$ cat src/rtl/acmr_pkg.sv
// ----------------------------------------------------------------------------
// acmr_pkg: shared types and constants
// Field widths, table depths, function codes and the controller/datapath
// command and status structs of the match reporter.
// ----------------------------------------------------------------------------
package acmr_pkg;

   localparam int STATE_W   = 10;
   localparam int SYM_W     = 7;
   localparam int SLOT_W    = 12;
   localparam int PAT_W     = 8;
   localparam int LEN_W     = 16;
   localparam int CNT_W     = 5;
   localparam int TOTAL_W   = 20;
   localparam int NSTATES   = 1024;
   localparam int NSLOTS    = 4096;
   localparam int NPATS     = 256;
   localparam int NSYMS     = 128;
   localparam logic [CNT_W-1:0] MAX_OUTS = 5'd16;
   localparam logic [TOTAL_W-1:0] TOTAL_MAX = 20'hFFFFF;

   localparam logic [2:0] FUNC_TRANS = 3'd0;
   localparam logic [2:0] FUNC_INFO  = 3'd1;
   localparam logic [2:0] FUNC_LIST  = 3'd2;
   localparam logic [2:0] FUNC_LEN   = 3'd3;
   localparam logic [2:0] FUNC_SCAN  = 3'd4;

   localparam logic KIND_REPORT  = 1'b0;
   localparam logic KIND_SUMMARY = 1'b1;

   typedef struct packed {
      logic load;      // perform a table write for the held word
      logic step;      // latch next state, info, update position
      logic emit_rep;  // load output register with a report
      logic emit_sum;  // load output register with a summary
      logic rep_last;
      logic sum_bad;
      logic add_total; // add match count to total
      logic next_rep;  // advance report index
      logic new_str;
      logic set_stop;
   } acmr_cmd_type;

   typedef struct packed {
      logic out_busy;    // output register full and not leaving
      logic stopped;
      logic total_zero;
      logic [CNT_W-1:0] count;
      logic rep_done;    // report index at last entry
   } acmr_stat_type;

endpackage

$ cat src/rtl/acmr_control.sv
// ----------------------------------------------------------------------------
// acmr_control: scan sequencer
// Accepts words, sequences table reads, report emission and the summary.
// ----------------------------------------------------------------------------
module acmr_control
   import acmr_pkg::*;
(
   input  logic          clock,
   input  logic          reset,
   input  logic          req_valid,
   output logic          req_stall,
   input  logic [2:0]    func,
   input  logic [7:0]    data_byte,
   input  logic          last_byte,
   input  logic          stop_at_first,
   input  logic          report_enable,
   input  acmr_stat_type stat,
   output acmr_cmd_type  cmd,
   output logic          phase_read,
   output logic          phase_list,
   output logic          phase_len
);

   typedef enum logic [2:0] {
      S_IDLE, S_TRANS, S_INFO, S_LIST, S_LEN, S_EMIT, S_SUM
   } state_type;

   state_type state_ff;
   logic last_ff, stop_ff, ended_ff, bad_ff;
   logic accept;

   assign req_stall = (state_ff != S_IDLE) || stat.out_busy;
   assign accept = req_valid && !req_stall;
   assign phase_read = accept && func == FUNC_SCAN;
   assign phase_list = state_ff == S_LIST;
   assign phase_len = state_ff == S_LEN;

   always_comb begin
      cmd = '0;
      cmd.load = accept && func != FUNC_SCAN;
      if (accept && func == FUNC_SCAN && stop_ff && last_byte) cmd.new_str = 1'b1;
      cmd.step = state_ff == S_TRANS;
      if (state_ff == S_INFO) cmd.add_total = 1'b1;
      if (state_ff == S_EMIT && !stat.out_busy) begin
         cmd.emit_rep = 1'b1;
         cmd.rep_last = stat.rep_done && !ended_ff;
         cmd.next_rep = 1'b1;
      end
      if (state_ff == S_SUM && !stat.out_busy) begin
         cmd.emit_sum = 1'b1;
         cmd.sum_bad = bad_ff;
         cmd.new_str = last_ff;
         cmd.set_stop = !last_ff;
      end
   end

   always_ff @(posedge clock) begin
      if (reset) begin
         state_ff <= S_IDLE;
         stop_ff <= 1'b0;
         last_ff <= 1'b0;
         ended_ff <= 1'b0;
         bad_ff <= 1'b0;
      end else begin
         case (state_ff)
            S_IDLE: if (accept && func == FUNC_SCAN) begin
               last_ff <= last_byte;
               if (stop_ff) begin
                  if (last_byte) stop_ff <= 1'b0;
               end else if (data_byte[7]) begin
                  bad_ff <= 1'b1;
                  state_ff <= S_SUM;
               end else begin
                  bad_ff <= 1'b0;
                  state_ff <= S_TRANS;
               end
            end
            S_TRANS: state_ff <= S_INFO;
            S_INFO: begin
               ended_ff <= last_ff || (stop_at_first && stat.count != '0 && stat.total_zero);
               if (stat.count != '0 && report_enable) state_ff <= S_LIST;
               else if (last_ff || (stop_at_first && stat.count != '0 && stat.total_zero))
                  state_ff <= S_SUM;
               else state_ff <= S_IDLE;
            end
            S_LIST: state_ff <= S_LEN;
            S_LEN: state_ff <= S_EMIT;
            S_EMIT: if (!stat.out_busy) begin
               if (!stat.rep_done) state_ff <= S_LIST;
               else if (ended_ff) state_ff <= S_SUM;
               else state_ff <= S_IDLE;
            end
            S_SUM: if (!stat.out_busy) begin
               if (!last_ff) stop_ff <= 1'b1;
               state_ff <= S_IDLE;
            end
            default: state_ff <= S_IDLE;
         endcase
      end
   end

`ifndef SYNTHESIS
   a_emit_excl: assert property (@(posedge clock) disable iff (reset)
      !(cmd.emit_rep && cmd.emit_sum)) else $error("report and summary together");
   a_stall_busy: assert property (@(posedge clock) disable iff (reset)
      (state_ff != S_IDLE) |-> req_stall) else $error("accepted while busy");
   a_trans_info: assert property (@(posedge clock) disable iff (reset)
      (state_ff == S_TRANS) |=> (state_ff == S_INFO)) else $error("step sequence broken");
`endif

endmodule
$ cat config.mk
export PLATFORM = sky130hd
export DESIGN_NAME = acmr_control
export DESIGN_NICKNAME = d
export VERILOG_FILES = /design/src/rtl/acmr_pkg.sv /design/src/rtl/acmr_control.sv
export SDC_FILE = /design/constraint.sdc
export NUM_CORES = 1
export LEC_CHECK = 0
export BUFFER_PORTS_ARGS = -buffer_cell sky130_fd_sc_hd__buf_2
export CORE_AREA = 2 2 42 44
export DETAILED_ROUTE_END_ITERATION = 7
export DIE_AREA = 0 0 44 46
export PLACE_DENSITY = 0.71
export SKIP_CTS_REPAIR_TIMING = 1
export SYNTH_ARGS = -nofsm -noshare
export SYNTH_HDL_FRONTEND = slang
export SYNTH_SLANG_ARGS = --single-unit
$ cat constraint.sdc
create_clock -name clock -period 1.5 [get_ports clock]
set_input_delay 0.225 -clock clock [delete_from_list [all_inputs] [get_ports clock]]
set_output_delay 0.225 -clock clock [all_outputs]
set_load 0.05 [all_outputs]
# ---- Yosys cells after proc, flatten, opt, wreduce, memory -nomap -nowiden
# Index checks and enable logic that the tools add are counted.
dict set report classes {
  n_addsub 0
  n_mul 0
  n_div 0
  n_lt_le_gt_ge 0
  n_eq_ne 13
  n_shift 0
  muxes 24
  bitwise_logic 1
  n_reduce_logical 25
}
# cell count
set ops {}
lappend ops {{$mux W3} 9}
lappend ops {{$pmux W3 S7} 1}
lappend ops {{$eq A3 B3 Y1 const B} 4}
lappend ops {{$mux W1} 12}
lappend ops {{$logic_and A1 B1 Y1} 11}
lappend ops {{$ne A2 B2 Y1 const B} 5}
lappend ops {{$reduce_and A4 Y1} 2}
lappend ops {{$eq A3 B2 Y1 const B} 2}
lappend ops {{$reduce_bool A5 Y1} 1}
lappend ops {{$logic_not A1 Y1} 4}
lappend ops {{$eq A3 B1 Y1 const B} 1}
lappend ops {{$logic_not A3 Y1} 1}
lappend ops {{$ne A3 B3 Y1 const B} 1}
lappend ops {{$reduce_and A3 Y1} 1}
lappend ops {{$reduce_bool A3 Y1} 1}
lappend ops {{$logic_or A1 B1 Y1} 2}
lappend ops {{$mux W2} 1}
lappend ops {{$pmux W1 S2} 1}
lappend ops {{$reduce_and A2 Y1} 1}
lappend ops {{$reduce_bool A2 Y1} 1}
lappend ops {{$not A1 Y1} 1}
dict set report totals {
  regBits 7
  latch_bits 0
  ram_bits 0
  mem_bits_ro 0
  in_bits 26
  elab_cells 68
  mem_count 0
}

# ---- Longest topological paths before layout
dict set report depth {
  depth_word 9
  depth_mapped 6
}

# ---- Worst setup path after synthesis
# Ideal clock, no wire load.
dict set report synth_path {
  path_type {flip-flop to output port}
  from {reg state_ff[1]}
  to {out cmd[5] in the netlist's numbering}
  arrival_ns 1.761
  required_ns 1.275
  setup_slack_ns -0.486
  stages_incl_launch_ff 4
  n_path_buf 1
  cell_sequence {dfxtp_1 > buf_2 > nand3b_1 > nor3_1}
}
# item line
set synth_lines {}
lappend synth_lines {{from (decl)} acmr_control.sv:28} ;# state_type state_ff;
lappend synth_lines {{from (signal assigned)} acmr_control.sv:59} ;# state_ff <= S_IDLE;
lappend synth_lines {{from (signal assigned)} acmr_control.sv:72} ;# state_ff <= S_SUM;
lappend synth_lines {{from (signal assigned)} acmr_control.sv:75} ;# state_ff <= S_TRANS;
lappend synth_lines {{to (decl)} acmr_control.sv:18} ;# output acmr_cmd_type cmd,

==> results.md <==
* Status: finished with violations
* Failing checks: negative setup slack
* Number of buffers created by CTS at 3
* Core Rows at 15
* Antenna Diode Count at 0
* Cell count after synthesis at 74
* WL/cell at 13.5 um
* First-pass GRT wire length at 2.59 mm
* Root buffer cell: clkbuf_4
* Worst EP required at 1.27 ns
* Layout fillers at 135
* Pin count of the biggest net entering global routing at 13
* DRC Markers at 0
* RSZ-0062 raised after global routing: true
* CP Launch Point: state_ff[0]$_SDFFE_PP0P_
* Worst slew pin tran at 0.372 ns
* Startpoint Class: flop
* Nets at 146
* Share of cells above drive strength 1 at 0.647
* Min-delay src: reset
* Net Count, Synth at 100
* Multi-input logic area at 442 um^2
* Die area at 2020 um^2
* Final worst-path cycle share at 1.11
* Worst Setup End Kind: primary output
* Area grow syn2layout at 85.2%
* Starting density of the core at 0.352
* Routability cong. at ~0.75
* Layout Utilization at 0.652
* Syn Std Cell Area at 568 um^2
* Cells after DPL at 127
* Initial drt markers at 13
* Vias per cell at 5.24
* Vias in the first global route at 647
* Worst hold slack at 0.243 ns
* 1st-pass router iterations at 4
* Antenna viol nets, final at 0
* PwrDens at 533 nW/um^2
* Clock transition at the registers of the reported paths at 0.05 ns
* CTS H-tree depth at 1
* Max-slew violations at 0
* Hold Crit Class: input port to flop
* Grt ovf at 0
* I/O Buffers at 31
* Final non-filler cell total at 136
* Final setup viols at 6
* Crit-path max FO at 2
* Total of max-cap violations at 0
* Num Clock Sinks at 7
* Clk Latency, worst-skew pair at roughly 0.24 ns
* Register bit count reported by yosys at 7
* Final Cell Area at 1050 um^2
* Max VDD drop at ~0.5 mV
* CTS tree: done
* Leakage power at 0.457 nW
* Slew headroom at 0.752
* WP data arrival at 1.43 ns
* DP HPWL at 1.28 mm
* Reg-to-reg startpoint: state_ff[1]$_SDFFE_PP0P_
* Register area at 149 um^2
* Final Hold Violating Endpoints at 0
* Die Wd at 44 um
* Ports at 40
* Clock skew after layout at 0.00127 ns
* Longest Clk Path Bufs at 2
* Synth cell types at 36
* WL final at about 1.8 mm
* Post-DP Area at 837 um^2
* Floorplan core area at 1610 um^2
* Vias at 713
* Final min period at roughly 1.7 ns
* Antenna violations before repair at 0
* Synth Area per Inst at 7.68 um^2
* Die Span Y at 46 um
* PnR worst setup slack at -0.159 ns
* Overall Global Routing Usage at 0.174
* Kind of critical path: flop to primary output
* Fraction of the yosys area taken by sequential cells at 0.247
* Highest clock rate at 603 MHz
* Synthesis Warnings at 0
[routing by layer]
metal  GRT usage  vias up  wire [um]
met2       0.318       12       1060
met4      0.0848        0         10
met5           0        -          0
li1            -      358          -
met3      0.0317        2         44
met1       0.192      341        722
[placed cells by master, fill, tap and decap left out, types with 3 or more instances in the layout]
cell / instances
nand2b_1: 3
buf_4: 12
a21oi_1: 6
buf_6: 7
o22ai_1: 3
nor2_1: 7
buf_2: 17
nand2_1: 4
dfxtp_1: 4
clkbuf_4: 5
buf_8: 7
nand2_2: 3
[logic make-up after synthesis]
logic type | synth area share
simple gates | 0.405
compound gates | 0.256
buf+inv | 0.0771
flops | 0.247
xor+xnor | 0.0154
[synthesized netlist by cell type, drive strengths merged]
master | count | share of area
nand4b | 1 | 0.015
nor2 | 10 | 0.066
nor2b | 1 | 0.011
nand3 | 2 | 0.018
inv | 4 | 0.026
xor2 | 1 | 0.015
nand3b | 1 | 0.013
o22ai | 3 | 0.033
a2bb2oi | 1 | 0.015
or3 | 1 | 0.011
and2 | 3 | 0.033
o211ai | 2 | 0.035
o21ai | 1 | 0.029
a32o | 1 | 0.018
or4 | 1 | 0.020
nor4 | 2 | 0.033
a221oi | 2 | 0.042
nor4bb | 1 | 0.018
nor3b | 2 | 0.035
dfxtp | 7 | 0.25
and3b | 2 | 0.031
nand2 | 7 | 0.051
a21oi | 7 | 0.068
nor3 | 2 | 0.018
o32ai | 1 | 0.015
buf | 5 | 0.051
nand2b | 3 | 0.033
[area by class of cell]
type,instances,area share
Inverter,4,0.0190
Clock buffer,4,0.0250
Timing Repair Buffer,46,0.375
Sequential cell,7,0.141
Tap cell,17,0.0202
Multi-Input combinational cell,58,0.420
[stage by stage]
| step | total power, W | setup slack [ns] | setup TNS (ns) |
|---|---|---|---|
| finish | 0.000561 | -0.159 | -0.497 |
| global route | 0.000606 | -0.234 | -1.19 |
| global placement | 0.000359 | -0.0247 | -0.0247 |
| floorplan | 0.000299 | -0.403 | -0.635 |
| detailed placement | 0.000363 | -0.0206 | -0.0274 |
| CTS | 0.000530 | -0.254 | -1.93 |
[flip-flops by register name (all words and copies together), names as in the netlist]
signal	flops
stop_ff	1
state_ff	3
last_ff	1
ended_ff	1
bad_ff	1
[path summary, 6_finish.rpt]
kind	to	slack, ns	cells after the start
max	cmd[1]	-0.16	5
min	state_ff[0]$_SDFFE_PP0P_	0.24	2
max reg2reg	state_ff[1]$_SDFFE_PP0P_	0.01	6
min reg2reg	last_ff$_SDFFE_PP0P_	0.48	2
[critical path, cell delays in order (launching register included)]
cell and delay [ns]:
dfxtp_4 0.35, nor4_4 0.30, nand3_2 0.16, clkinv_4 0.06
a32o_2 0.18, buf_8 0.14
[power by group]
group	internal (W)	leakage (nW)	switching, W
sequential	0.000189	0.0586	0.00000636
clock	0.000101	0.0150	0.0000640
combinational	0.0000951	0.384	0.000105
total	0.000385	0.457	0.000175
Power figures use the tool's default switching activity.
